<file path="src/toroidal_life_grid_stepper_defines.svh">
// ----------------------------------------------------------------------------
// toroidal_life_grid_stepper_defines
// Assertion macros shared by the grid stepper RTL.
// ----------------------------------------------------------------------------
`ifndef TOROIDAL_LIFE_GRID_STEPPER_DEFINES_SVH
`define TOROIDAL_LIFE_GRID_STEPPER_DEFINES_SVH

// same-cycle implication, clocked on clk, off during rst
`define TLG_ASSERT_IMP(label, ante, cons, msg) \
  label: assert property (@(posedge clk) disable iff (rst) (ante) |-> (cons)) \
    else $error(msg);

// next-cycle implication, clocked on clk, off during rst
`define TLG_ASSERT_NXT(label, ante, cons, msg) \
  label: assert property (@(posedge clk) disable iff (rst) (ante) |=> (cons)) \
    else $error(msg);

`endif

</file>
<file path="src/tlg_ram.sv">
// ----------------------------------------------------------------------------
// tlg_ram
// Generic simple dual-port RAM, one write and one registered read per cycle.
// ----------------------------------------------------------------------------
module tlg_ram #(
  parameter int WIDTH = 8,
  parameter int DEPTH = 16
) (
  input  logic                     clk,
  input  logic                     wr_en,
  input  logic [$clog2(DEPTH)-1:0] wr_addr,
  input  logic [WIDTH-1:0]         wr_data,
  input  logic                     rd_en,
  input  logic [$clog2(DEPTH)-1:0] rd_addr,
  output logic [WIDTH-1:0]         rd_data
);

  logic [WIDTH-1:0] mem [DEPTH];

  always_ff @(posedge clk) begin
    if (wr_en) begin
      mem[wr_addr] <= wr_data;
    end
    if (rd_en) begin
      rd_data <= mem[rd_addr];
    end
  end

endmodule

</file>
<file path="config.mk">
export PLATFORM = sky130hd
export DESIGN_NAME = tlg_ram
export DESIGN_NICKNAME = d
export VERILOG_FILES = /design/src/toroidal_life_grid_stepper_defines.svh /design/src/tlg_ram.sv
export SDC_FILE = /design/constraint.sdc
export NUM_CORES = 1
export LEC_CHECK = 0
export BUFFER_PORTS_ARGS = -buffer_cell sky130_fd_sc_hd__buf_2
export CAP_MARGIN = 20
export CORE_ASPECT_RATIO = 0.75
export CORE_MARGIN = 4
export CORE_UTILIZATION = 30
export DETAILED_ROUTE_END_ITERATION = 10
export PLACE_DENSITY = 0.47
export SYNTH_ARGS = -nofsm -noshare
export SYNTH_HDL_FRONTEND = slang
export SYNTH_SLANG_ARGS = --single-unit
</file>
<file path="constraint.sdc">
create_clock -name clk -period 1.8 [get_ports clk]
set_clock_uncertainty 0.2 [all_clocks]
set_input_delay 0.27 -clock clk [delete_from_list [all_inputs] [get_ports clk]]
set_output_delay 0.27 -clock clk [all_outputs]
set_load 0.01 [all_outputs]
</file>
==> results_dict.tcl <==
set metrics [dict create \
    sw_frac_of_total 0.212 \
    via_per_inst 4.61 \
    diodes 0 \
    setup_viol 0 \
    postLayoutCoreUtil 0.377 \
    drt_wl_total_um 11000 \
    hold_path.class "primary input to flop" \
    synthesis.nets 248 \
    ant_nets 0 \
    powerDensity_nw_per_um2 1170 \
    ys_types 18 \
    hold_depth 1 \
    min_from "wr_data[4]" \
    ctsHoldBuffers 0 \
    final.setup.tns_ns 0 \
    drt_iter0_markers 170 \
    core_um2 17000 \
    fp-row-count 41 \
    die-area_um2 19600 \
    cts.sinks 136 \
    clk_pin_slew_ns 0.07 \
    yosys.area.top_type "edfxtp_1" \
    p_leak_nw 2.14 \
    clkLatencyLatePin_ns 0.42 \
    start_util 0.308 \
    outcome "completed" \
    r2r-start "mem[8][5]" \
    grt_first_pass_wirelength_um 16900 \
    r2r-end "rd_data[5]" \
    drcViolationCount 0 \
    ctsHtreeMaxLevel 4 \
    slew_viol_final 0 \
    die_x_um 160 \
    detailed_place_hpwl_um 7390 \
    die_h_um 122 \
    synthTopCellsByArea "edfxtp_1 78%, mux4_2 7.8%, mux4_1 7.0%" \
    vias 2473 \
    finish.net_count 306 \
    crit_type "flop to flop" \
    cts.repair.resized 0 \
    rrSetupSlack_ns 0.12 \
    relSlewSlack 0.489 \
    synth_warnings 0 \
    grt_start_max_net_pins 18 \
    cts_buffer_depth 2 \
    drive_gt1_frac 0.337 \
    hold_violations 0 \
    clock-root-buffer "clkbuf_16" \
    worst_pin_slew_ns 0.763 \
    min_period_ns 1.68 \
    cts_tree "yes" \
    total_power_mw 7.52 \
    numCtsBuffers 17 \
    antenna_found_initial 0 \
    num_io_pins 27 \
    grt_pass1_vias 2657 \
    worst-path-max-fanout 1 \
    clkPwrFrac 0.476 \
    crit_path_end_kind "flop" \
    grt_setup_unrepaired "no" \
    required_ns 1.75 \
    synth_seq_cells 136 \
    syn-cell-area_um2 5230 \
    p_seq_frac 0.477 \
    drtPass1Iterations 4 \
    r2r_cells 3 \
    hold-path-endpoint "mem[15][4]" \
    synthCells 229 \
    clock.fmax_mhz 595 \
    syn2layout_area_growth_pct 22.6 \
    gr-total-overflow 0 \
    final.period_utilization 0.933 \
    power_switching_mw 1.60 \
    ir_drop_uv 576 \
    grt.total_usage 0.119 \
    drv_cap 0 \
    arrival_ns 1.63 \
    port_buffers 26 \
    combPwrFrac 0.047 \
    synth_top_area_frac 0.781 \
    power.internal_mw 5.93 \
    cp-start-kind "flop" \
    avgSynthCellArea_um2 22.8 \
    gp_congestion 0.698 \
    seq_area_frac_synth 0.781 \
    post_cts_buffers 0 \
    wl_per_cell_um 20.5 \
]
## flip-flops by register name, summed over array words and instances, names as in the netlist
register	cells
mem	128
rd_data	8
## power by group through the flow
stage          combinational (mW)  clock, mW  sequential [mW]
3_5_place_dp                0.360          0             3.66
5_1_grt                     0.384       3.81             3.59
3_3_place_gp                0.353          0             3.66
2_1_floorplan               0.180          0             3.66
6_report                    0.352       3.58             3.59
4_1_cts                     0.360       3.65             3.59
## cell usage in the layout, fill, tap and decap left out
cell type,instances
edfxtp_1,136
buf_2,26
buf_4,19
mux4_2,18
clkbuf_16,17
a22oi_1,16
mux4_1,14
nor2_1,13
nand2_1,9
inv_6,5
clkinvlp_4,4
buf_12,4
nor3_1,3
bufinv_16,3
nand3b_1,2
nand2b_1,2
nor2b_1,1
and2_1,1
and2b_1,1
nand3_1,1
or3b_2,1
nor3_2,1
inv_8,1
clkinv_2,1
clkinv_4,1
## cells by family after synthesis
logic type,share of synthesized area
compound gates,0.0230
buf+inv,0.0165
flops,0.781
mux,0.148
simple gates,0.0314
## worst max path at each step
stage                     cells past startpoint    endpoint  slack, ns        from
after floorplan                               5  rd_data[1]       0.05  rd_addr[0]
after global placement                        5  rd_data[0]      -0.25  rd_addr[0]
after detailed placement                      5  rd_data[0]      -0.27  rd_addr[0]
after CTS                                     3  rd_data[0]       0.08   mem[1][0]
after global routing                          3  rd_data[0]       0.02   mem[5][0]
final                                         3  rd_data[5]       0.12   mem[8][5]
## through the flow
stage	instance area (um2)	worst slack (ns)	instances	hold WS, ns
floorplan	5230	0.0476	229	0.169
global placement	5790	-0.251	504	0.469
detailed placement	5790	-0.275	504	0.468
CTS	6410	0.0800	536	0.0327
global route	6410	0.0217	536	0.0350
finish	6410	0.120	536	0.0382
## synth_stat cells
master and count:
edfxtp_1 136, mux4_2 18, a22oi_1 16, mux4_1 14, nor2_1 13, nand2_1 9, nor3_1 4, buf_2 3
buf_6 3, clkdlybuf4s25_2 3, nand2b_1 2, nand3b_1 2, and2_1 1, and2b_1 1, buf_4 1, nand3_1 1
nor2b_1 1, or3b_2 1
## routing by layer
metal  track usage  up-vias  share of wire
li1              -     1097              -
met1         0.181     1294           0.50
met2         0.167       75           0.43
met3        0.0359        7          0.069
met4        0.0306        0         0.0054
met5             0        -              0
## critical path, cell delays in order (launching register included)
cell and delay, ns:
edfxtp_1 0.36, mux4_1 0.49, a22oi_1 0.28, nand2_1 0.08
## final cells by class
type,count,area (um2)
repair buffers,49,353
flip-flops and latches,136,4080
multi-input cells,83,1060
clock buffers,17,425
clock inverters,15,189
fillers,1562,10600
well taps,236,295
Note: power is estimated with default switching activity, not from simulation.
