`src/toroidal_life_grid_stepper_defines.svh`:
```
// ----------------------------------------------------------------------------
// toroidal_life_grid_stepper_defines
// Assertion macros shared by the grid stepper RTL.
// ----------------------------------------------------------------------------
`ifndef TOROIDAL_LIFE_GRID_STEPPER_DEFINES_SVH
`define TOROIDAL_LIFE_GRID_STEPPER_DEFINES_SVH

// same-cycle implication, clocked on clk, off during rst
`define TLG_ASSERT_IMP(label, ante, cons, msg) \
  label: assert property (@(posedge clk) disable iff (rst) (ante) |-> (cons)) \
    else $error(msg);

// next-cycle implication, clocked on clk, off during rst
`define TLG_ASSERT_NXT(label, ante, cons, msg) \
  label: assert property (@(posedge clk) disable iff (rst) (ante) |=> (cons)) \
    else $error(msg);

`endif

```
`src/tlg_pkg.sv`:
```
// ----------------------------------------------------------------------------
// tlg_pkg
// Grid geometry, rule counts and operation codes for the grid stepper.
// ----------------------------------------------------------------------------
package tlg_pkg;

  localparam int GRID_HALF = 32;
  localparam int GRID_SIDE = 2 * GRID_HALF;
  localparam int ROW_W     = $clog2(GRID_SIDE);

  // neighborhood count of the 3x3 block, cell included
  localparam int COUNT_W          = 4;
  localparam logic [COUNT_W-1:0] BORN_COUNT = COUNT_W'(3);
  localparam logic [COUNT_W-1:0] KEEP_COUNT = COUNT_W'(4);

  // step sequence: one read for the wrap row above, then every row, then a
  // final beat that uses the saved first row as the row below the last
  localparam int STEP_LAST_SEQ = GRID_SIDE + 2;
  localparam int SEQ_W         = $clog2(STEP_LAST_SEQ + 1);

  typedef logic [GRID_SIDE-1:0] row_t;
  typedef logic [ROW_W-1:0]     idx_t;

  typedef enum logic [1:0] {
    OP_TOGGLE = 2'd0,
    OP_CLEAR  = 2'd1,
    OP_STEP   = 2'd2,
    OP_READ   = 2'd3
  } op_t;

endpackage

```
`src/tlg_row_rule.sv`:
```
// ----------------------------------------------------------------------------
// tlg_row_rule
// Next generation of one row from the old rows above, current and below.
// ----------------------------------------------------------------------------
module tlg_row_rule (
  input  tlg_pkg::row_t above,
  input  tlg_pkg::row_t cur,
  input  tlg_pkg::row_t below,
  output tlg_pkg::row_t next_row
);
  import tlg_pkg::*;

  always_comb begin
    int                 l;
    int                 r;
    logic [COUNT_W-1:0] cnt;
    next_row = '0;
    for (int c = 0; c < GRID_SIDE; c++) begin
      // columns wrap around the torus
      l   = (c == 0) ? GRID_SIDE - 1 : c - 1;
      r   = (c == GRID_SIDE - 1) ? 0 : c + 1;
      cnt = COUNT_W'(above[l]) + COUNT_W'(above[c]) + COUNT_W'(above[r])
          + COUNT_W'(cur[l])   + COUNT_W'(cur[c])   + COUNT_W'(cur[r])
          + COUNT_W'(below[l]) + COUNT_W'(below[c]) + COUNT_W'(below[r]);
      next_row[c] = (cnt == BORN_COUNT) || ((cnt == KEEP_COUNT) && cur[c]);
    end
  end

endmodule

```
`config.mk`:
```
export PLATFORM = sky130hd
export DESIGN_NAME = tlg_row_rule
export DESIGN_NICKNAME = d
export VERILOG_FILES = /design/src/toroidal_life_grid_stepper_defines.svh /design/src/tlg_pkg.sv /design/src/tlg_row_rule.sv
export SDC_FILE = /design/constraint.sdc
export NUM_CORES = 1
export LEC_CHECK = 0
export BUFFER_PORTS_ARGS = -buffer_cell sky130_fd_sc_hd__buf_2
export CAP_MARGIN = 40
export CORE_MARGIN = 3
export CORE_UTILIZATION = 35
export DETAILED_ROUTE_END_ITERATION = 6
export SLEW_MARGIN = 20
export SYNTH_ARGS = -nofsm -noshare
export SYNTH_HDL_FRONTEND = slang
export SYNTH_SLANG_ARGS = --single-unit
```
`constraint.sdc`:
```
create_clock -name vclk -period 4.05
set_clock_uncertainty 0.15 [all_clocks]
set_input_delay 0.2025 -clock vclk [all_inputs]
set_output_delay 0.2025 -clock vclk [all_outputs]
set_load 0.1 [all_outputs]
```
==> metrics.csv <==
stage,metric,value,unit
timing,fmax,0.251,GHz
place,gp_congestion,0.832,
logic_synthesis,syn_nets,2063,
timing,rsz0062_at_grt,yes,
timing,finalMaxSlewViolations,0,
floorplan,die_y,199,um
detailed_routing,routedWlPerCell,14.3,um
logic_synthesis,syn_area,0.0130,mm2
logic_synthesis,synthMuxAreaShare,1.84,%
detailed_routing,totalWireLength,31.0,mm
grt,grt_pass1_wl,52.1,mm
worst_setup_path,arrival,3.62,ns
grt,grt-ovfl-total,0,
timing,tightestPinTransition,0.416,ns
floorplan,num_rows,70,
layout,seq_cells,0,
logic_synthesis,synth-compound-area-share,11.6,%
layout,synthToLayoutAreaGrowth,31.5,%
flow_run,maxCapViolCount,0,
power,leakage,8.38,nW
worst_setup_path,max_stage_delay,0.57,ns
hold_path,min_path_type,input port to primary output,
floorplan,start_util,35.6,%
worst_setup_path,cp_slowest_cell,fa_1,
worst_setup_path,crit_fanout,4,
detailed_routing,drtAntennaViolNets,0,
place,io_buffers,256,
logic_synthesis,synth_warnings,0,
layout,layout-drive-gt1-share,27.0,%
detailed_routing,dr.pass1.iters,5,
timing,fin_setup_tns,0,ns
grt,grt_pass1_vias,11300,
timing,hold_violations,0,
layout,multi_input_area,0.0123,mm2
worst_setup_path,path_common_cell,fa_1,
grt,grt_usage,15.6,%
power,ir_drop,0.360,mV
worst_setup_path,startpoint_type,input port,
place,dp_hpwl,29.5,mm
layout,fin_cells,2165,
clocking,cts_hold_buf,0,
power,p_total,8.82,mW
detailed_routing,drc,0,
layout,fill_cells,3494,
worst_setup_path,setup.worst_path.class,input port to primary output,
layout,clock_buffers,0,
logic_synthesis,synth_cell_type_count,28,
timing,hold_slack,0.714,ns
timing,setup_violations,0,
layout,final_common_cell,inv_1,
worst_setup_path,critPathCaptureType,primary output,
logic_synthesis,ys_seq_area_share,0,%
floorplan,core_area,0.0366,mm2
detailed_routing,vias,10600,
logic_synthesis,yosys.area_share.simple,10.9,%
floorplan,num_io_pins,256,
logic_synthesis,postSynthCellCount,1424,
outcome,outcome,"complete, no violations",
timing,max_slew_margin,72.1,%
layout,fin_nets,2336,
power,power_density,515,mW/mm2
worst_setup_path,path_cells,buf_2 -> inv_1 -> fa_1 -> fa_1 -> fa_1 -> inv_1 -> fa_1 -> fa_2 -> nor4_2 -> o21ai_1 -> o311ai_4 -> buf_12,
timing,min_period_over_period,98.2,%
floorplan,die_w,199,um
place,dpl.cell_count,2162,
logic_synthesis,syn_area_per_cell,9.15,um2
grt,grt_max_degree,5,
timing,period_minus_slack,3.98,ns
detailed_routing,vias_per_cell,4.89,
layout,regArea,0,um2
logic_synthesis,synth_xor_area_share,0,%
layout,final_cell_mix,"inv_1 (475), fa_1 (273), buf_2 (192)",
grt,grt_antenna_before_repair,10,
worst_setup_path,critPathRequiredTime,3.70,ns
layout,final_core_util,46.8,%
logic_synthesis,synthAdderAreaFrac,61.3,%
detailed_routing,drt_iter0_drc,193,
floorplan,fp.dieArea,0.0396,mm2
logic_synthesis,synth_top_family_by_area,adder cells,
## power breakdown
| part | internal, mW | leakage [nW] | switching (mW) | total [mW] |
|---|---|---|---|---|
| combinational | 3.47 | 8.38 | 5.36 | 8.82 |
| sequential | 0 | 0 | 0 | 0 |
| clock | 0.0000000660 | 0.0000127 | 0 | 0.0000000661 |
| total | 3.47 | 8.38 | 5.36 | 8.82 |
## cells by family (layout without fill, tap and decap cells)
logic type               count (synthesis)  in the layout
AO/OA/AOI/OAI                          184            184
adder cells (fa/ha/maj)                447            447
buffers and inverters                  495            766
multiplexers                            24             24
other                                    0              2
AND/OR/NAND/NOR                        274            274
## per-stage QoR
step | instance area (um2) | setup WS (ns)
after floorplan | 13800 | -0.392
after global placement | 16800 | 0.0387
after detailed placement | 16800 | -0.0645
after CTS | 16800 | 0.00107
after global routing | 17100 | -0.0678
final | 17100 | 0.0737
## area by class of cell
| class | instances | share of cell area [%] |
|---|---|---|
| inverters | 495 | 10.9 |
| well taps | 468 | 3.42 |
| diodes | 2 | 0.0292 |
| multi-input cells | 929 | 71.9 |
| repair buffers | 271 | 13.8 |
## layer usage
metal	GRT usage, %	part of all wire [%]	vias to the layer above
met5	0	0.36	-
li1	-	-	5127
met3	2.57	5.8	24
met4	0.521	0.24	18
met2	28.7	51	192
met1	20.4	42	5233
## cell usage after synthesis, types with 19 or more instances
| cell type | count | area (um2) |
|---|---|---|
| nand4_1 | 25 | 156 |
| mux2i_1 | 24 | 240 |
| nand2b_1 | 26 | 163 |
| fa_1 | 319 | 6390 |
| inv_1 | 489 | 1840 |
| a211oi_2 | 19 | 238 |
| nand2_1 | 73 | 274 |
| a22oi_1 | 29 | 218 |
| ha_1 | 128 | 1600 |
| nor3_1 | 63 | 315 |
| nor4_1 | 26 | 163 |
| a31oi_1 | 24 | 150 |
| o311ai_1 | 25 | 219 |
| a211oi_1 | 30 | 225 |
## what timing repair did
item | in CTS | in global routing
pin swaps | 2 | 43
hold endpoints to repair | 0 | 0
resized for setup | 2 | 100
setup buffers | 0 | 1
endpoints found under the setup margin | 2 | 48
## worst paths after layout
path | from | end | cells after the start
setup / recovery | above[13] | next_row[14] | 12
hold / removal | cur[63] | next_row[63] | 4
## worst max-delay path, delay by kind of cell
kind / cells / cell delay, ns
buffers and inverters: 4 / 0.47
AND/OR/NAND/NOR: 1 / 0.30
AO/OA/AOI/OAI: 2 / 0.26
adder cells (fa/ha/maj): 5 / 2.40
No activity file was read; power rests on OpenSTA's default activity.
